===== config.mk =====
export PLATFORM = sky130hd
export DESIGN_NAME = rfb_front_flat
export DESIGN_NICKNAME = d
export VERILOG_FILES = /design/src/rtl/core/rfb_pkg.sv /design/src/rtl/core/rfb_if.sv /design/src/rtl/core/rfb_front.sv /design/src/flat_wrapper.sv
export SDC_FILE = /design/constraint.sdc
export NUM_CORES = 1
export LEC_CHECK = 0
export BUFFER_PORTS_ARGS = -buffer_cell sky130_fd_sc_hd__buf_2
export CAP_MARGIN = 5
export CORE_UTILIZATION = 54
export DETAILED_ROUTE_END_ITERATION = 6
export GPL_ROUTABILITY_DRIVEN = 1
export PLACE_DENSITY = 0.73
export SYNTH_ARGS = -nofsm -noshare
export SYNTH_HDL_FRONTEND = slang
export SYNTH_SLANG_ARGS = --single-unit

===== constraint.sdc =====
create_clock -name clock -period 12.65 [get_ports clock]
set_input_delay 1.265 -clock clock [delete_from_list [all_inputs] [get_ports clock]]
set_output_delay 1.265 -clock clock [all_outputs]
set_load 0.02 [all_outputs]

===== src/rtl/core/rfb_pkg.sv =====
// shared types and constants of the rotated packed frame buffer
package rfb_pkg;

   localparam int POS_W       = 10;
   localparam int COLOR_W     = 2;
   localparam int CMD_W       = 2;
   localparam int PX_W        = 11;
   localparam int ROW_W       = 10;
   localparam int COL_W       = 9;
   localparam int PROD_W      = PX_W + ROW_W;
   localparam int IDX_W       = PROD_W + 1;
   localparam int SHIFT_W     = 3;
   localparam int CSR_INDEX_W = 2;
   localparam int CSR_DATA_W  = 11;
   localparam int QUEUE_DEPTH = 4;
   localparam int QPTR_W      = 2;

   typedef enum logic [CMD_W-1:0] {
      CMD_WRITE = 2'd0,
      CMD_READ  = 2'd1,
      CMD_CLEAR = 2'd2
   } cmd_type;

   localparam logic [CSR_INDEX_W-1:0] CSR_ORIENTATION = 2'd0;
   localparam logic [CSR_INDEX_W-1:0] CSR_GRAY_MODE   = 2'd1;
   localparam logic [CSR_INDEX_W-1:0] CSR_WIDTH       = 2'd2;
   localparam logic [CSR_INDEX_W-1:0] CSR_HEIGHT      = 2'd3;

   localparam logic [1:0] ROT_0   = 2'd0;
   localparam logic [1:0] ROT_90  = 2'd1;
   localparam logic [1:0] ROT_180 = 2'd2;
   localparam logic [1:0] ROT_270 = 2'd3;

   localparam logic [COLOR_W-1:0] COLOR_WHITE = 2'd3;
   localparam logic [7:0]         BYTE_WHITE  = 8'hFF;
   localparam logic [7:0]         BYTE_BLACK  = 8'h00;
   localparam logic [PX_W-1:0]    RESET_WIDTH  = 11'd800;
   localparam logic [PX_W-1:0]    RESET_HEIGHT = 11'd480;

   typedef struct packed {
      logic [1:0]      orientation;
      logic            gray_mode;
      logic [PX_W-1:0] panel_width;
      logic [PX_W-1:0] panel_height;
   } cfg_type;

   typedef struct packed {
      cmd_type              cmd;
      logic                 oob;
      logic [IDX_W-1:0]     idx;
      logic [SHIFT_W-1:0]   shift;
      logic                 gray;
      logic [COLOR_W-1:0]   color;
   } entry_type;

endpackage


===== src/rtl/core/rfb_if.sv =====
// request, response and register write channel interfaces
interface rfb_req_if;
   logic                       valid;
   logic                       ready;
   logic [rfb_pkg::CMD_W-1:0]   command;
   logic [rfb_pkg::POS_W-1:0]   pos_x;
   logic [rfb_pkg::POS_W-1:0]   pos_y;
   logic [rfb_pkg::COLOR_W-1:0] color;
   modport source (output valid, command, pos_x, pos_y, color, input ready);
   modport sink (input valid, command, pos_x, pos_y, color, output ready);
endinterface



===== src/rtl/core/rfb_front.sv =====
// request intake: bounds check, rotation and byte address computation
module rfb_front #(
   parameter int BUFFER_BYTES = 131072
) (
   input  logic               clock,
   input  logic               reset,
   rfb_req_if.sink            req_bus,
   input  rfb_pkg::cfg_type   cfg,
   input  logic               hold,
   output logic               enq_valid,
   input  logic               enq_ready,
   output rfb_pkg::entry_type enq_data
);

   localparam logic [rfb_pkg::IDX_W:0] LIMIT = (rfb_pkg::IDX_W + 1)'(BUFFER_BYTES);

   // stage one: classified request
   logic                            s1_valid_ff, s1_valid_in;
   logic [rfb_pkg::CMD_W-1:0]        s1_cmd_ff;
   logic                            s1_inb_ff, s1_inb_in;
   logic [rfb_pkg::PX_W-1:0]         s1_px_ff, s1_px_in;
   logic [rfb_pkg::PX_W-1:0]         s1_py_ff, s1_py_in;
   logic [rfb_pkg::ROW_W-1:0]        s1_row_ff, s1_row_in;
   logic                            s1_gray_ff;
   logic [rfb_pkg::COLOR_W-1:0]      s1_color_ff;

   // stage two: row offset product
   logic                            s2_valid_ff;
   logic [rfb_pkg::CMD_W-1:0]        s2_cmd_ff;
   logic                            s2_inb_ff;
   logic [rfb_pkg::PROD_W-1:0]       s2_prod_ff, s2_prod_in;
   logic [rfb_pkg::COL_W-1:0]        s2_col_ff, s2_col_in;
   logic [rfb_pkg::SHIFT_W-1:0]      s2_shift_ff, s2_shift_in;
   logic                            s2_gray_ff;
   logic [rfb_pkg::COLOR_W-1:0]      s2_color_ff;

   logic                            swap;
   logic [rfb_pkg::PX_W-1:0]         eff_w, eff_h, x_ext, y_ext;
   logic [rfb_pkg::IDX_W-1:0]        idx;
   logic                            fits, keep, advance;

   always_comb begin
      swap  = cfg.orientation == rfb_pkg::ROT_90 || cfg.orientation == rfb_pkg::ROT_270;
      eff_w = swap ? cfg.panel_height : cfg.panel_width;
      eff_h = swap ? cfg.panel_width : cfg.panel_height;
      x_ext = rfb_pkg::PX_W'(req_bus.pos_x);
      y_ext = rfb_pkg::PX_W'(req_bus.pos_y);
      s1_inb_in = (x_ext < eff_w) && (y_ext < eff_h);
      unique case (cfg.orientation)
         rfb_pkg::ROT_90: begin
            s1_px_in = cfg.panel_width - 1'b1 - y_ext;
            s1_py_in = x_ext;
         end
         rfb_pkg::ROT_180: begin
            s1_px_in = cfg.panel_width - 1'b1 - x_ext;
            s1_py_in = cfg.panel_height - 1'b1 - y_ext;
         end
         rfb_pkg::ROT_270: begin
            s1_px_in = y_ext;
            s1_py_in = cfg.panel_height - 1'b1 - x_ext;
         end
         default: begin
            s1_px_in = x_ext;
            s1_py_in = y_ext;
         end
      endcase
      if (cfg.gray_mode) begin
         s1_row_in = rfb_pkg::ROW_W'(((rfb_pkg::PX_W + 1)'(cfg.panel_width) + 12'd3) >> 2);
      end else begin
         s1_row_in = rfb_pkg::ROW_W'(((rfb_pkg::PX_W + 1)'(cfg.panel_width) + 12'd7) >> 3);
      end

      s2_prod_in = rfb_pkg::PROD_W'(rfb_pkg::PROD_W'(s1_py_ff) * rfb_pkg::PROD_W'(s1_row_ff));
      if (s1_gray_ff) begin
         s2_col_in   = rfb_pkg::COL_W'(s1_px_ff >> 2);
         s2_shift_in = {~s1_px_ff[1:0], 1'b0};
      end else begin
         s2_col_in   = rfb_pkg::COL_W'(s1_px_ff >> 3);
         s2_shift_in = ~s1_px_ff[2:0];
      end

      idx  = rfb_pkg::IDX_W'(s2_prod_ff) + rfb_pkg::IDX_W'(s2_col_ff);
      fits = {1'b0, idx} < LIMIT;
      unique case (s2_cmd_ff)
         rfb_pkg::CMD_WRITE: keep = s2_inb_ff && fits;
         rfb_pkg::CMD_READ:  keep = 1'b1;
         rfb_pkg::CMD_CLEAR: keep = 1'b1;
         default:            keep = 1'b0;
      endcase

      enq_valid      = s2_valid_ff && keep;
      enq_data.cmd   = rfb_pkg::cmd_type'(s2_cmd_ff);
      enq_data.oob   = !(s2_inb_ff && fits);
      enq_data.idx   = idx;
      enq_data.shift = s2_shift_ff;
      enq_data.gray  = s2_gray_ff;
      enq_data.color = s2_color_ff;

      advance       = !s2_valid_ff || !keep || enq_ready;
      req_bus.ready = advance && !hold;
      s1_valid_in   = req_bus.valid && !hold;
   end

   always_ff @(posedge clock) begin
      if (advance) begin
         s1_cmd_ff   <= req_bus.command;
         s1_inb_ff   <= s1_inb_in;
         s1_px_ff    <= s1_px_in;
         s1_py_ff    <= s1_py_in;
         s1_row_ff   <= s1_row_in;
         s1_gray_ff  <= cfg.gray_mode;
         s1_color_ff <= req_bus.color;
         s2_cmd_ff   <= s1_cmd_ff;
         s2_inb_ff   <= s1_inb_ff;
         s2_prod_ff  <= s2_prod_in;
         s2_col_ff   <= s2_col_in;
         s2_shift_ff <= s2_shift_in;
         s2_gray_ff  <= s1_gray_ff;
         s2_color_ff <= s1_color_ff;
      end
      if (reset) begin
         s1_valid_ff <= 1'b0;
         s2_valid_ff <= 1'b0;
      end else if (advance) begin
         s1_valid_ff <= s1_valid_in;
         s2_valid_ff <= s1_valid_ff;
      end
   end

endmodule


===== src/flat_wrapper.sv =====
// flat-port wrapper written by rule: the top's interface ports become plain ports
module rfb_front_flat 
#(
   parameter int BUFFER_BYTES = 131072
)
  (clock, reset, cfg, hold, enq_valid, enq_ready, enq_data, req_bus_valid, req_bus_command, req_bus_pos_x, req_bus_pos_y, req_bus_color, req_bus_ready);
  rfb_req_if req_bus_i ();
  input  logic clock;
  input  logic reset;
  input  rfb_pkg::cfg_type cfg;
  input  logic hold;
  output logic enq_valid;
  input  logic enq_ready;
  output rfb_pkg::entry_type enq_data;
  input wire logic [$bits(req_bus_i.valid)-1:0] req_bus_valid;
  input wire logic [$bits(req_bus_i.command)-1:0] req_bus_command;
  input wire logic [$bits(req_bus_i.pos_x)-1:0] req_bus_pos_x;
  input wire logic [$bits(req_bus_i.pos_y)-1:0] req_bus_pos_y;
  input wire logic [$bits(req_bus_i.color)-1:0] req_bus_color;
  output wire logic [$bits(req_bus_i.ready)-1:0] req_bus_ready;
  assign req_bus_i.valid = req_bus_valid;
  assign req_bus_i.command = req_bus_command;
  assign req_bus_i.pos_x = req_bus_pos_x;
  assign req_bus_i.pos_y = req_bus_pos_y;
  assign req_bus_i.color = req_bus_color;
  assign req_bus_ready = req_bus_i.ready;
  rfb_front #(.BUFFER_BYTES(BUFFER_BYTES)) u_core (.clock(clock), .reset(reset), .req_bus(req_bus_i), .cfg(cfg), .hold(hold), .enq_valid(enq_valid), .enq_ready(enq_ready), .enq_data(enq_data));
endmodule

==> flow_summary.ini <==
[cells_and_area]
area_growth_pct = 8.85
antenna_cells = 0
layout-drive-gt1-share_pct = 11.7
nNetsFinal = 1315
final_core_util_pct = 60.5
fillers = 1494

[logic_synthesis]
async_flop_share_pct = 0
synth_edf_count = 77
netlist_area_sq_um = 9650
post-synth-top-area-cell = edfxtp_1
ys.flop_type = edfxtp_1
postSynthAreaPerCell_sq_um = 9.42
synth_warnings = 0
ys_seq_area_share_pct = 24.4
synth-seq-cells = 79
yosysTopAreaCellShare_pct = 24.0
synthTopCellsByArea = edfxtp_1 (24%), fa_1 (15%), ha_1 (14%)
synth_fp_nets = 1262
netlist_instances = 1024
ys_types = 65

[timing]
fin_crit_ns = 5.85
maxSlewViolCount = 0
setup_tns_ns = 0
rsz0062_at_grt = false
hold_viol = 0
tightest_slew_ns = 1.04
max-slew-margin-rel_pct = 30.5
finalCritPeriodShare_pct = 46.3
max_freq_ghz = 0.171
finClkSkew_ns = 0.0111
fin_ws_ns = 6.80
setup_viol = 0

[global_routing]
track_usage_pct = 24.3
antenna_found_initial = 0
grt_max_degree = 81
grt_first_pass_wirelength_mm = 34.7
grt-ovfl-total = 0
grt_pass1_vias = 7174

[worst_setup_path]
critical_path_required_ns = 12.74
startpoint_type = flop
endpoint_kind = flop
worstSetupPathType = reg2reg
crit_fanout = 11
ff2ff_path_depth = 20
arrival_ns = 5.94

[clocking]
cts_resized = 0
cts_buffer_depth = 2
cts_tree = yes
clkSinkCount = 79
hold_buffers = 0
clock_latency_ns = 0.35
clk_pin_slew_ns = 0.06
cts_setup_buffers = 0
htree_levels = 3
cts_inserted_buffers = 9
cts-root-buf = clkbuf_16

[placed_design]
dp.final_hpwl_mm = 16.6
port_buffers = 86
routabilityCongestion = 0.916
pre_cts_ws_ns = 6.91

[pwr]
p_sw_uw = 967
intPower_mw = 1.17
comb_power_share_pct = 66.3
clkPwrFrac_pct = 12.4
ir_drop_mv = 0.172
p_per_area_nw_per_um2 = 203
switching_share_pct = 45.3
p_leak_nw = 5.01
seqPwrFrac_pct = 21.4

[job]
drv_cap = 0

[floorplanning]
core_sq_um = 17400
std_cell_rows = 48
fp.dieH_microns = 136
io_pins = 87
dieArea_sq_um = 18400
die_w_microns = 136
floorplan.initialDensity_pct = 55.6

[drt]
first_iter_violations = 375
dr_total_vias = 7346
drc_errors = 0
ant_nets = 0
post_drt_wl_per_cell_microns = 16.0
routed_wl_mm = 20.9
dr.pass1.iters = 5
vias_per_cell = 5.62

[worst_hold_path]
hold_path_class = reg2reg
hold_depth = 0

[outcome]
status = completed
registers in the layout, summed over array words and instances, names as in the netlist, 3 cells and up:
signal and flops:
u_core.s1_px_ff 11, u_core.s2_col_ff 9, u_core.s1_py_ff 11, u_core.s2_prod_ff 21, u_core.s2_shift_ff 3, u_core.s1_row_ff 10
kinds of logic (layout without fill, tap and decap cells):
logic type | Yosys count | after routing | share of synthesized area (%)
xor gates and xnor gates | 66 | 66 | 5.99
DFF | 79 | 79 | 24.4
adders and majority gates | 184 | 184 | 29.5
AOI/OAI and AO/OA | 178 | 178 | 12.3
muxes | 53 | 53 | 5.60
and+or+nand+nor | 301 | 301 | 15.8
buffers and inverters | 163 | 221 | 6.39
critical path, cell delays in order (launching register included):
cell and delay (ns):
edfxtp_1 0.59, nand2_1 0.17, fa_1 0.55, inv_1 0.06, fa_1 0.51, inv_1 0.05, fa_1 0.47, inv_1 0.05
fa_1 0.52, inv_1 0.05, fa_1 0.53, inv_1 0.04, ha_1 0.36, a211oi_1 0.27, o22ai_1 0.15, o311ai_2 0.31
a21oi_1 0.14, o31ai_1 0.40, o21bai_1 0.11, a21oi_1 0.18, xnor2_1 0.08
worst paths after layout:
check,startpoint,end,slack [ns]
worst max-delay path,u_core.s1_row_ff[2],u_core.s2_prod_ff[20],6.80
worst min-delay path,u_core.s1_color_ff[0],u_core.s2_color_ff[0],0.42
worst max register to register,u_core.s1_row_ff[2],u_core.s2_prod_ff[20],6.80
worst min register to register,u_core.s1_color_ff[0],u_core.s2_color_ff[0],0.42
layout make-up:
type | instances | area, sq um | share of cell area (%)
clock buffers | 9 | 225 | 2.14
clock inverters | 7 | 78.8 | 0.751
inverters | 117 | 439 | 4.18
multi-input cells | 782 | 6680 | 63.6
flip-flops and latches | 79 | 2350 | 22.4
well taps | 225 | 282 | 2.68
repair buffers | 88 | 445 | 4.24
metal layers:
| metal | up-vias | track usage, % | routed length, microns |
|---|---|---|---|
| met3 | 24 | 3.67 | 1130 |
| met1 | 3472 | 32.6 | 9770 |
| met4 | 0 | 7.43 | 284 |
| li1 | 3638 | - | - |
| met5 | - | 0 | 0 |
| met2 | 212 | 40.3 | 9690 |
through the flow:
step                      hold WS, ns  power (mW)  area, sq um  instances
after global routing            0.438        2.34        10500       1307
after detailed placement        0.406        1.86        10200       1291
after global placement          0.402        1.84        10200       1291
after CTS                       0.421        2.15        10500       1307
final                           0.419        2.14        10500       1307
after floorplan                 0.400        1.55         9650       1024
cell usage in the layout, fill, tap and decap left out, types with 6 or more instances in the layout:
| master | count |
|---|---|
| mux2i_1 | 45 |
| xnor2_1 | 36 |
| and2_1 | 69 |
| buf_2 | 86 |
| xor2_1 | 30 |
| and3_1 | 6 |
| a21o_1 | 12 |
| a31oi_1 | 8 |
| nor3_1 | 20 |
| nand3_1 | 13 |
| inv_1 | 117 |
| a211oi_1 | 6 |
| mux2_2 | 8 |
| o21a_1 | 8 |
| o21ai_0 | 25 |
| nor2b_1 | 12 |
| or3_1 | 9 |
| nor2_1 | 51 |
| fa_1 | 73 |
| a221oi_1 | 14 |
| ha_1 | 111 |
| a21oi_1 | 56 |
| edfxtp_1 | 77 |
| clkbuf_16 | 9 |
| nand2_1 | 90 |
synth_stat cells, types with 5 or more instances:
library cell	instances
a211oi_1	6
a21o_1	12
a21oi_1	56
a221oi_1	14
a31oi_1	8
and2_1	69
and3_1	6
clkbuf_1	41
edfxtp_1	77
fa_1	73
ha_1	111
inv_1	117
mux2_2	8
mux2i_1	45
nand2_1	90
nand2b_1	5
nand3_1	13
nor2_1	51
nor2b_1	12
nor3_1	20
o21a_1	8
o21ai_0	25
o22ai_1	5
o31ai_1	5
or3_1	9
xnor2_1	36
xor2_1	30
power by group through the flow:
stage / clock network [mW] / registers [mW] / logic, mW
2_1_floorplan: 0 / 0.435 / 1.12
3_3_place_gp: 0 / 0.457 / 1.38
3_5_place_dp: 0 / 0.461 / 1.40
4_1_cts: 0.270 / 0.456 / 1.42
5_1_grt: 0.278 / 0.465 / 1.60
6_report: 0.264 / 0.457 / 1.42
Power figures use the tool's default switching activity.
