==> config.mk <==
export PLATFORM = sky130hd
export DESIGN_NAME = rfb_queue
export DESIGN_NICKNAME = d
export VERILOG_FILES = /design/src/rtl/core/rfb_pkg.sv /design/src/rtl/core/rfb_queue.sv
export SDC_FILE = /design/constraint.sdc
export NUM_CORES = 1
export LEC_CHECK = 0
export BUFFER_PORTS_ARGS = -buffer_cell sky130_fd_sc_hd__buf_2
export CAP_MARGIN = 30
export CORE_ASPECT_RATIO = 1.2
export CORE_MARGIN = 8
export CORE_UTILIZATION = 51
export CTS_CLUSTER_SIZE = 14
export DETAILED_ROUTE_END_ITERATION = 10
export PLACE_DENSITY = 0.79
export SLEW_MARGIN = 30
export SYNTH_ARGS = -nofsm -noshare
export SYNTH_HDL_FRONTEND = slang
export SYNTH_SLANG_ARGS = --single-unit
==> constraint.sdc <==
create_clock -name clock -period 2.09 [get_ports clock]
set_input_delay 0.209 -clock clock [delete_from_list [all_inputs] [get_ports clock]]
set_output_delay 0.209 -clock clock [all_outputs]
set_load 0.02 [all_outputs]
==> src/rtl/core/rfb_pkg.sv <==
// shared types and constants of the rotated packed frame buffer
package rfb_pkg;

   localparam int POS_W       = 10;
   localparam int COLOR_W     = 2;
   localparam int CMD_W       = 2;
   localparam int PX_W        = 11;
   localparam int ROW_W       = 10;
   localparam int COL_W       = 9;
   localparam int PROD_W      = PX_W + ROW_W;
   localparam int IDX_W       = PROD_W + 1;
   localparam int SHIFT_W     = 3;
   localparam int CSR_INDEX_W = 2;
   localparam int CSR_DATA_W  = 11;
   localparam int QUEUE_DEPTH = 4;
   localparam int QPTR_W      = 2;

   typedef enum logic [CMD_W-1:0] {
      CMD_WRITE = 2'd0,
      CMD_READ  = 2'd1,
      CMD_CLEAR = 2'd2
   } cmd_type;

   localparam logic [CSR_INDEX_W-1:0] CSR_ORIENTATION = 2'd0;
   localparam logic [CSR_INDEX_W-1:0] CSR_GRAY_MODE   = 2'd1;
   localparam logic [CSR_INDEX_W-1:0] CSR_WIDTH       = 2'd2;
   localparam logic [CSR_INDEX_W-1:0] CSR_HEIGHT      = 2'd3;

   localparam logic [1:0] ROT_0   = 2'd0;
   localparam logic [1:0] ROT_90  = 2'd1;
   localparam logic [1:0] ROT_180 = 2'd2;
   localparam logic [1:0] ROT_270 = 2'd3;

   localparam logic [COLOR_W-1:0] COLOR_WHITE = 2'd3;
   localparam logic [7:0]         BYTE_WHITE  = 8'hFF;
   localparam logic [7:0]         BYTE_BLACK  = 8'h00;
   localparam logic [PX_W-1:0]    RESET_WIDTH  = 11'd800;
   localparam logic [PX_W-1:0]    RESET_HEIGHT = 11'd480;

   typedef struct packed {
      logic [1:0]      orientation;
      logic            gray_mode;
      logic [PX_W-1:0] panel_width;
      logic [PX_W-1:0] panel_height;
   } cfg_type;

   typedef struct packed {
      cmd_type              cmd;
      logic                 oob;
      logic [IDX_W-1:0]     idx;
      logic [SHIFT_W-1:0]   shift;
      logic                 gray;
      logic [COLOR_W-1:0]   color;
   } entry_type;

endpackage

==> src/rtl/core/rfb_queue.sv <==
// short request queue between front and back
module rfb_queue (
   input  logic               clock,
   input  logic               reset,
   input  logic               enq_valid,
   output logic               enq_ready,
   input  rfb_pkg::entry_type enq_data,
   output logic               deq_valid,
   input  logic               deq_ready,
   output rfb_pkg::entry_type deq_data
);

   rfb_pkg::entry_type              slot_ff [rfb_pkg::QUEUE_DEPTH];
   logic [rfb_pkg::QPTR_W-1:0]       wr_ptr_ff, wr_ptr_in;
   logic [rfb_pkg::QPTR_W-1:0]       rd_ptr_ff, rd_ptr_in;
   logic [rfb_pkg::QPTR_W:0]         count_ff, count_in;
   logic                            push, pop;

   always_comb begin
      enq_ready = count_ff != (rfb_pkg::QPTR_W + 1)'(rfb_pkg::QUEUE_DEPTH);
      deq_valid = count_ff != '0;
      deq_data  = slot_ff[rd_ptr_ff];
      push      = enq_valid && enq_ready;
      pop       = deq_valid && deq_ready;
      wr_ptr_in = push ? wr_ptr_ff + 1'b1 : wr_ptr_ff;
      rd_ptr_in = pop ? rd_ptr_ff + 1'b1 : rd_ptr_ff;
      count_in  = count_ff;
      if (push && !pop) begin
         count_in = count_ff + 1'b1;
      end else if (pop && !push) begin
         count_in = count_ff - 1'b1;
      end
   end

   always_ff @(posedge clock) begin
      if (push) begin
         slot_ff[wr_ptr_ff] <= enq_data;
      end
      if (reset) begin
         wr_ptr_ff <= '0;
         rd_ptr_ff <= '0;
         count_ff  <= '0;
      end else begin
         wr_ptr_ff <= wr_ptr_in;
         rd_ptr_ff <= rd_ptr_in;
         count_ff  <= count_in;
      end
   end

endmodule

==> results_dict.tcl, run 1 <==
set metrics [dict create \
    power_mw 7.817 \
    worst_slew_pin_slew_ns 0.3271 \
    cp.depth 7 \
    hp-class "primary input to flop" \
    die_x_um 106.0 \
    syn_area_per_cell_um2 23.71 \
    drv_cap 0 \
    grt_util_all_layers 0.1449 \
    worst_clock_skew_ns 0.006327 \
    cts_made_buffers 17 \
    yosysSeqAreaShare 0.7879 \
    use_met3 0.05435 \
    setup_slack_ns 0.06417 \
    dp_hpwl_um 5836 \
    path_cells "o31ai_4 -> ha_2 -> inv_1 -> fa_1 -> xor2_1 -> or3_1 -> a21oi_1" \
    status "completed" \
    endpoint_kind "flop" \
    num_antenna_cells 0 \
    grt_max_degree 22 \
    cpLargestDelayFamily "adder cells" \
    timing.final.crit_share 0.9693 \
    syn_nets 250 \
    crit_type "flop to flop" \
    syn_inst 209 \
    ys_seq_elements 133 \
    htreeDepth 4 \
    p_per_area_mw_per_mm2 1290 \
    setup_viol 0 \
    num-fill-cells 650 \
    nets 345 \
    drt_iter0_drc 107 \
    grt_pass1_wl_um 13740 \
    postRouteAntennaNets 0 \
    globalplace.congestion 0.6741 \
    relSlewSlack 0.7785 \
    synth_warnings 0 \
    synth_cell_types 24 \
    arrival_ns 2.36 \
    max_freq_mhz 493.6 \
    cts.sinks 133 \
    fp.coreArea_mm2 0.009467 \
    route.detailed.drc 0 \
    wl_um 8721 \
    die_h_um 124.0 \
    overflow 0 \
    period_needed_ns 2.026 \
    initial_core_util 0.5234 \
    grt_pass1_vias 2684 \
    p_leak_nw 2.115 \
    cts_tree "built" \
    ff2ff_path_depth 7 \
    dp.cells 406 \
    syn-cell-area_mm2 0.004955 \
    post-place-ws_ns -0.02618 \
    grt_antenna_before_repair 1 \
    io_buffer_count 67 \
    vias_per_cell 5.349 \
    final_cells 439 \
    pin_count 68 \
    crit_slowest_cell "dfxtp_4" \
    met2_usage 0.2674 \
    rows 39 \
    whs_path_depth 1 \
    clock_path_buffers 2 \
    clkLatencyLatePin_ns 0.40 \
    num_vias 2348 \
    layout-drive-gt1-share 0.4557 \
    tns_ns 0 \
    drt-pass1-iter-count 4 \
    final-max-slew-violation-count 0 \
    finalHoldViolations 0 \
    die_area_mm2 0.01314 \
    top_usage_layer "met2" \
    post_drt_wl_per_cell_um 19.87 \
    grt_use_met1 0.1372 \
    worst-path-buf-inv 1 \
    startpoint_type "flop" \
    critical_path.max_stage_delay_ns 0.37 \
    worst-path-max-fanout 6 \
    synthToLayoutAreaGrowth_pct 22.30 \
    cts-root-buf "clkbuf_16" \
    path_clk_slew_ns 0.05 \
    ir_drop_uv 789.7 \
    crit_required_ns 2.42 \
]
[placed cells by master, fill, tap and decap left out, drive strengths merged]
cell type    instances
edfxtp             124
buf                 82
mux4                31
clkbuf              21
clkinv              10
dfxtp                9
nor2                 8
ha                   5
and2                 4
xor2                 4
inv                  3
or3                  2
mux2i                2
nand2b               2
a21boi               1
nand2                1
o31ai                1
mux2                 1
o311ai               1
o21ai                1
a21oi                1
fa                   1
dlygate4sd3          1
[Yosys cell counts, drive strengths merged]
cell type / instances / share of area
a21boi: 1 / 0.0038
and2: 4 / 0.0050
o31ai: 1 / 0.0025
dfxtp: 9 / 0.036
nand2b: 2 / 0.0025
mux2i: 2 / 0.0040
inv: 3 / 0.0023
clkbuf: 1 / 0.00076
a21oi: 1 / 0.0010
o21ai: 1 / 0.0010
ha: 5 / 0.013
mux4: 31 / 0.14
edfxtp: 124 / 0.75
fa: 1 / 0.0040
buf: 6 / 0.0098
or3: 2 / 0.0025
xor2: 4 / 0.0071
nor2: 8 / 0.0066
o311ai: 1 / 0.0018
mux2: 1 / 0.0023
nand2: 1 / 0.00076
[state kept, by name (all words and copies together), names as in the netlist, named ones only]
register   cells
count_ff       3
rd_ptr_ff      2
slot_ff      124
wr_ptr_ff      2
[metrics by stage]
step / util / instance area, um2 / hold slack, ns
5_1_grt: 0.6401 / 6060 / 0.005500
4_1_cts: 0.6379 / 6038 / 0.0008231
2_1_floorplan: - / 4955 / 0.3079
3_5_place_dp: 0.5854 / 5542 / 0.4246
3_3_place_gp: 0.5854 / 5542 / 0.4188
6_report: 0.6401 / 6060 / 0.01989
[layout make-up]
| cell class | instances | area [um2] | share of cell area |
|---|---|---|---|
| Tap cell | 123 | 153.9 | 0.02540 |
| Timing Repair Buffer | 83 | 495.5 | 0.08177 |
| Clock inverter | 10 | 41.29 | 0.006814 |
| Sequential cell | 133 | 3914 | 0.6459 |
| Multi-Input combinational cell | 66 | 1003 | 0.1656 |
| Inverter | 3 | 11.26 | 0.001858 |
| Clock buffer | 21 | 440.4 | 0.07268 |
[metal layers]
metal / up-vias / share of wire
li1: 1060 / -
met1: 1212 / 0.35
met2: 61 / 0.57
met3: 13 / 0.062
met4: 2 / 0.019
met5: - / 0.0015
[worst paths after layout]
kind / slack, ns / endpoint / from
worst max-delay path: 0.06 / count_ff[2] / count_ff[1]
worst min-delay path: 0.02 / slot_ff[1][17] / enq_data[17]
worst max register to register: 0.06 / count_ff[2] / count_ff[1]
worst min register to register: 0.52 / wr_ptr_ff[1] / wr_ptr_ff[1]
[where the power goes]
group          switching [mW]  internal, mW  leakage, nW
clock network           0.929          1.46        0.237
registers               0.166          3.26         1.21
logic                    1.08         0.923        0.666
total                    2.17          5.64         2.12
[timing repair]
action	in CTS	in global routing
buffers inserted	0	1
hold endpoints to repair	4	0
endpoints found under the setup margin	7	1
hold buffers	1	0
pin swaps	0	1
gates resized for setup	2	4
[logic make-up after synthesis]
| family | synth area share |
|---|---|
| DFF | 0.7879 |
| muxes | 0.1480 |
| and+or+nand+nor | 0.01742 |
| buffers and inverters | 0.01288 |
| adders and majority gates | 0.01667 |
| AOI/OAI and AO/OA | 0.01010 |
| xor gates and xnor gates | 0.007070 |
Power figures use the tool's default switching activity.
==> inputs of run 2 (changes only) <==
==> constraint.sdc (replaced) <==
create_clock -name clock -period 1.8 [get_ports clock]
set_input_delay 0.18 -clock clock [delete_from_list [all_inputs] [get_ports clock]]
set_output_delay 0.18 -clock clock [all_outputs]
set_load 0.02 [all_outputs]
==> results_dict.tcl, run 2 (synthesis gave the netlist of run 1 again) <==
set metrics [dict create \
    status "finished with violations" \
    violations "setup timing" \
    startpoint_type "flop" \
    crit_type "flop to flop" \
    endpoint_kind "flop" \
    clock_path_buffers 2 \
    die_h_um 124.0 \
    grt_pass1_wl_um 14780 \
    final-max-slew-violation-count 0 \
    grt_antenna_before_repair 0 \
    die_area_mm2 0.01314 \
    clkLatencyLatePin_ns 0.40 \
    arrival_ns 2.30 \
    finalInstanceArea_mm2 0.006689 \
    crit_required_ns 2.13 \
    timing.final.crit_share 1.094 \
    grt_pass1_vias 2649 \
    timing.rr.start "count_ff[2]" \
    largest_reg_flops 124 \
    cpLargestDelayFamily "adder cells" \
    pin_count 68 \
    drv_cap 0 \
    path_cells "o31ai_4 -> ha_2 -> inv_2 -> fa_2 -> xor2_1 -> or3_1 -> a21oi_2" \
    layout-drive-gt1-share 0.4343 \
    placed_cell_area_mm2 0.005605 \
    layout_commonest_cell "edfxtp_1" \
    r2r-end "count_ff[2]" \
    grt_setup_unrepaired "yes" \
    drt-pass1-iter-count 4 \
    overflow 0 \
    post-place-ws_ns -0.1627 \
    regMostFlops "slot_ff" \
    power_frac_comb 0.302 \
    io_buffer_count 67 \
    p_leak_nw 2.349 \
    grt_max_degree 32 \
    num_antenna_cells 0 \
    postRouteAntennaNets 0 \
    pwr-share-seq 0.398 \
    vias_per_cell 5.283 \
    route.detailed.drc 0 \
    die_x_um 106.0 \
    whs_path_depth 1 \
    power_mw 9.999 \
    cts.sinks 133 \
    globalplace.congestion 0.6803 \
    p_per_area_mw_per_mm2 1495 \
    worst-path-buf-inv 1 \
    period_needed_ns 1.969 \
    relSlewSlack 0.8081 \
    cts_tree "built" \
    initial_core_util 0.5234 \
    r2r_slack_ns -0.17 \
    dp_hpwl_um 5407 \
    cts_made_buffers 17 \
    critical_path.max_stage_delay_ns 0.38 \
    worst-path-max-fanout 7 \
    min-delay-start "enq_data[29]" \
    crit_slowest_cell "dfxtp_4" \
    drt_iter0_drc 150 \
    synthToLayoutAreaGrowth_pct 35.00 \
    num_vias 2499 \
    worst_clock_skew_ns 0.005579 \
    grt_util_all_layers 0.1544 \
    ir_drop_uv 760.7 \
    post_drt_wl_per_cell_um 20.78 \
    final_cell_mix "edfxtp_1, buf_2, mux4_2, dlygate4sd3_1, buf_6" \
    p_sw_frac 0.2727 \
    max_freq_mhz 507.9 \
    rows 39 \
    setup_viol 32 \
    tns_ns -2.234 \
    worst_slew_pin_slew_ns 0.2834 \
    intPower_mw 7.272 \
    setup_slack_ns -0.1688 \
    p_clk_frac 0.299 \
    path_clk_slew_ns 0.05 \
    nets 378 \
    dp.cells 406 \
    finalHoldViolations 0 \
    ff2ff_path_depth 7 \
    power.switching_mw 2.727 \
    startpoint "count_ff[2]" \
    final_cells 473 \
    hp-class "primary input to flop" \
    hold_path_end "slot_ff[2][29]" \
    cts-root-buf "clkbuf_16" \
    top_regs "slot_ff (124), count_ff (3)" \
    wl_um 9829 \
    htreeDepth 4 \
    fp.coreArea_mm2 0.009467 \
]
## run 2: cell count changes in the layout (fill, tap and decap cells not counted), moves of 2 or more
cell / change
buf_12: +5
buf_6: +26
buf_4: -3
dlygate4sd3_1: +29
dfxtp_4: +2
clkinv_1: -2
buf_2: -27
clkbuf_16: +2
clkbuf_1: +3
## run 2: how the worst max path moves through the flow
stage | cells past startpoint | endpoint
floorplan | 7 | count_ff[2]
global placement | 7 | count_ff[2]
detailed placement | 7 | count_ff[2]
CTS | 7 | count_ff[2]
global route | 7 | count_ff[2]
finish | 7 | count_ff[2]
## run 2: cell type report
| class | count | area [um2] |
|---|---|---|
| clock buffers | 24 | 451.7 |
| clock inverters | 8 | 58.81 |
| fillers | 600 | 2778 |
| inverters | 3 | 11.26 |
| multi-input cells | 66 | 1015 |
| flip-flops and latches | 133 | 3920 |
| well taps | 123 | 153.9 |
| repair buffers | 116 | 1079 |
## run 2: worst register-to-register path, stage by stage, from the launching register on
cell     delay (ns)
dfxtp_4        0.38
o31ai_4        0.26
ha_2           0.22
inv_2          0.04
fa_2           0.33
xor2_1         0.18
or3_1          0.34
a21oi_2        0.15
## run 2: power by group through the flow
stage	Sequential (mW)	Combinational, mW	Clock, mW
3_3_place_gp	3.95	2.38	0
4_1_cts	3.94	2.84	3.02
3_5_place_dp	3.99	2.42	0
6_report	3.98	3.02	2.99
5_1_grt	4.01	3.21	3.17
2_1_floorplan	3.96	1.64	0
## run 2: repair_timing
action | 4_1_cts | 5_1_grt
pin swaps | 0 | 2
setup buffers | 3 | 1
resized for setup | 34 | 34
hold buffers | 30 | 0
endpoints found under the hold margin | 120 | 0
cloned | 1 | 2
setup endpoints to repair | 32 | 32
## run 2: metal layers
metal	global-route usage	vias to the layer above	share of wire
met1	0.1812	1274	0.39
met2	0.2467	79	0.53
li1	-	1129	-
met5	0	-	0
met3	0.05952	17	0.055
met4	0.07577	0	0.025
## run 2: stage by stage
step / hold slack, ns / util
after CTS: 0.0009719 / 0.6940
after floorplan: 0.2789 / -
after global routing: 0.01037 / 0.7066
after detailed placement: 0.3987 / 0.5921
final: 0.01570 / 0.7066
after global placement: 0.3892 / 0.5921
==> inputs of run 3 (changes only) <==
--- a/config.mk
+++ b/config.mk
@@ -12,6 +12,7 @@
 export CORE_UTILIZATION = 51
 export CTS_CLUSTER_SIZE = 14
 export DETAILED_ROUTE_END_ITERATION = 10
+export HOLD_SLACK_MARGIN = 0.12
 export PLACE_DENSITY = 0.79
 export SLEW_MARGIN = 30
 export SYNTH_ARGS = -nofsm -noshare
==> constraint.sdc (replaced) <==
create_clock -name clock -period 1.8 [get_ports clock]
set_input_delay 0.27 -clock clock [delete_from_list [all_inputs] [get_ports clock]]
set_output_delay 0.27 -clock clock [all_outputs]
set_load 0.02 [all_outputs]
==> results_dict.tcl, run 3 (synthesis gave the netlist of run 1 again) <==
set metrics [dict create \
    cpLargestDelayFamily "multiplexers" \
    p_leak_nw 2.307 \
    die_x_um 106.0 \
    clock_path_buffers 2 \
    grt_pass1_vias 2772 \
    violations "setup timing" \
    worst-path-max-fanout 14 \
    ff2ff_path_depth 7 \
    clkLatencyLatePin_ns 0.40 \
    pin_count 68 \
    path_cells "buf_12 -> mux4_2 -> buf_2" \
    layout-drive-gt1-share 0.4323 \
    crit_required_ns 1.53 \
    nets 376 \
    path_clk_slew_ns 0.05 \
    htreeDepth 4 \
    tns_ns -3.571 \
    startpoint_type "flop" \
    finalInstanceArea_mm2 0.006566 \
    timing.final.crit_share 1.083 \
    layout_commonest_cell "edfxtp_1" \
    p_per_area_mw_per_mm2 1481 \
    grt_antenna_before_repair 0 \
    status "finished with violations" \
    die_h_um 124.0 \
    cts-root-buf "clkbuf_16" \
    cts_tree "built" \
    grt_setup_unrepaired "yes" \
    largest_reg_flops 124 \
    grt_util_all_layers 0.1498 \
    intPower_mw 7.122 \
    die_area_mm2 0.01314 \
    p_sw_frac 0.2679 \
    fin_hold_ws_ns 0.1557 \
    grt_use_met1 0.1632 \
    top_usage_layer "met2" \
    grt_pass1_wl_um 14500 \
    post_drt_wl_per_cell_um 19.49 \
    met2_usage 0.2502 \
    min-delay-start "reset" \
    grt_max_degree 32 \
    timing.rr.start "count_ff[2]" \
    arrival_ns 1.68 \
    worst_slew_pin_slew_ns 0.2834 \
    use_met3 0.06884 \
    power.switching_mw 2.606 \
    top_regs "slot_ff (124), count_ff (3)" \
    whs_path_depth 2 \
    wl_um 9160 \
    post-place-ws_ns -0.1152 \
    worst_clock_skew_ns 0.007349 \
    io_buffer_count 67 \
    initial_core_util 0.5234 \
    r2r_slack_ns -0.11 \
    setup_viol 32 \
    rows 39 \
    period_needed_ns 1.949 \
    max_freq_mhz 513.2 \
    fp.coreArea_mm2 0.009467 \
    regMostFlops "slot_ff" \
    r2r-end "count_ff[2]" \
    p_clk_frac 0.319 \
    placed_cell_area_mm2 0.005618 \
    pwr-share-seq 0.406 \
    final_cells 470 \
    synthToLayoutAreaGrowth_pct 32.53 \
    hold_path_end "count_ff[2]" \
    critical_path.max_stage_delay_ns 0.53 \
    hp-class "primary input to flop" \
    cts_made_buffers 17 \
    endpoint_kind "primary output" \
    vias_per_cell 5.266 \
    dp_hpwl_um 5451 \
    cts.sinks 133 \
    setup_slack_ns -0.1487 \
    num_antenna_cells 0 \
    overflow 0 \
    relSlewSlack 0.8081 \
    crit_type "flop to primary output" \
    drv_cap 0 \
    worst-path-buf-inv 2 \
    final_cell_mix "edfxtp_1, buf_2, dlygate4sd3_1" \
    globalplace.congestion 0.6939 \
    drt_iter0_drc 194 \
    num_vias 2475 \
    ir_drop_uv 716.3 \
    finalHoldViolations 0 \
    power_frac_comb 0.274 \
    route.detailed.drc 0 \
    dp.cells 406 \
    postRouteAntennaNets 0 \
    crit_slowest_cell "mux4_2" \
    final-max-slew-violation-count 0 \
    drt-pass1-iter-count 4 \
]
==> run 3: cell types whose count changed in the layout (fill, tap and decap cells not counted) <==
cell           change
buf_12             -1
bufinv_16          +1
dlygate4sd3_1      +1
buf_2             +17
buf_4              -1
buf_6             -16
clkbuf_4           -1
clkinv_1           -2
clkbuf_16          -1
==> run 3: layout make-up <==
| class | instances | area (um2) |
|---|---|---|
| fillers | 591 | 2900 |
| repair buffers | 114 | 933.4 |
| clock inverters | 7 | 81.33 |
| clock buffers | 24 | 451.7 |
| multi-input cells | 66 | 1015 |
| inverters | 3 | 11.26 |
| flip-flops and latches | 133 | 3920 |
| well taps | 123 | 153.9 |
==> run 3: through the flow <==
| step | utilization | power, mW |
|---|---|---|
| finish | 0.6936 | 9.728 |
| global route | 0.6936 | 10.15 |
| CTS | 0.6858 | 9.675 |
| detailed placement | 0.5934 | 6.423 |
| global placement | 0.5934 | 6.372 |
| floorplan | - | 5.598 |
==> run 3: repair_timing <==
action / 4_1_cts / 5_1_grt
hold buffers: 31 / 0
endpoints found under the setup margin: 32 / 32
setup buffers: 0 / 1
hold endpoints to repair: 124 / 0
pin swaps: 0 / 2
gates resized for setup: 11 / 14
cloned: 0 / 1
==> run 3: metal layers <==
metal | vias to the layer above | wire length, um
met5 | - | 0
met4 | 0 | 174
met3 | 12 | 441
met2 | 61 | 4901
met1 | 1276 | 3643
li1 | 1126 | -
==> run 3: power groups by stage <==
stage               clock network (mW)  registers (mW)  logic [mW]
floorplan                            0            3.96        1.64
global placement                     0            3.97        2.41
detailed placement                   0            3.99        2.43
CTS                               3.16            3.94        2.57
global route                      3.31            3.98        2.86
finish                            3.11            3.95        2.67
==> run 3: how the worst max path moves through the flow <==
stage | endpoint | cells past startpoint
4_1_cts | deq_data[26] | 3
6_report | deq_data[11] | 3
3_5_place_dp | count_ff[2] | 7
5_1_grt | deq_data[10] | 3
3_3_place_gp | count_ff[2] | 7
2_1_floorplan | count_ff[2] | 7
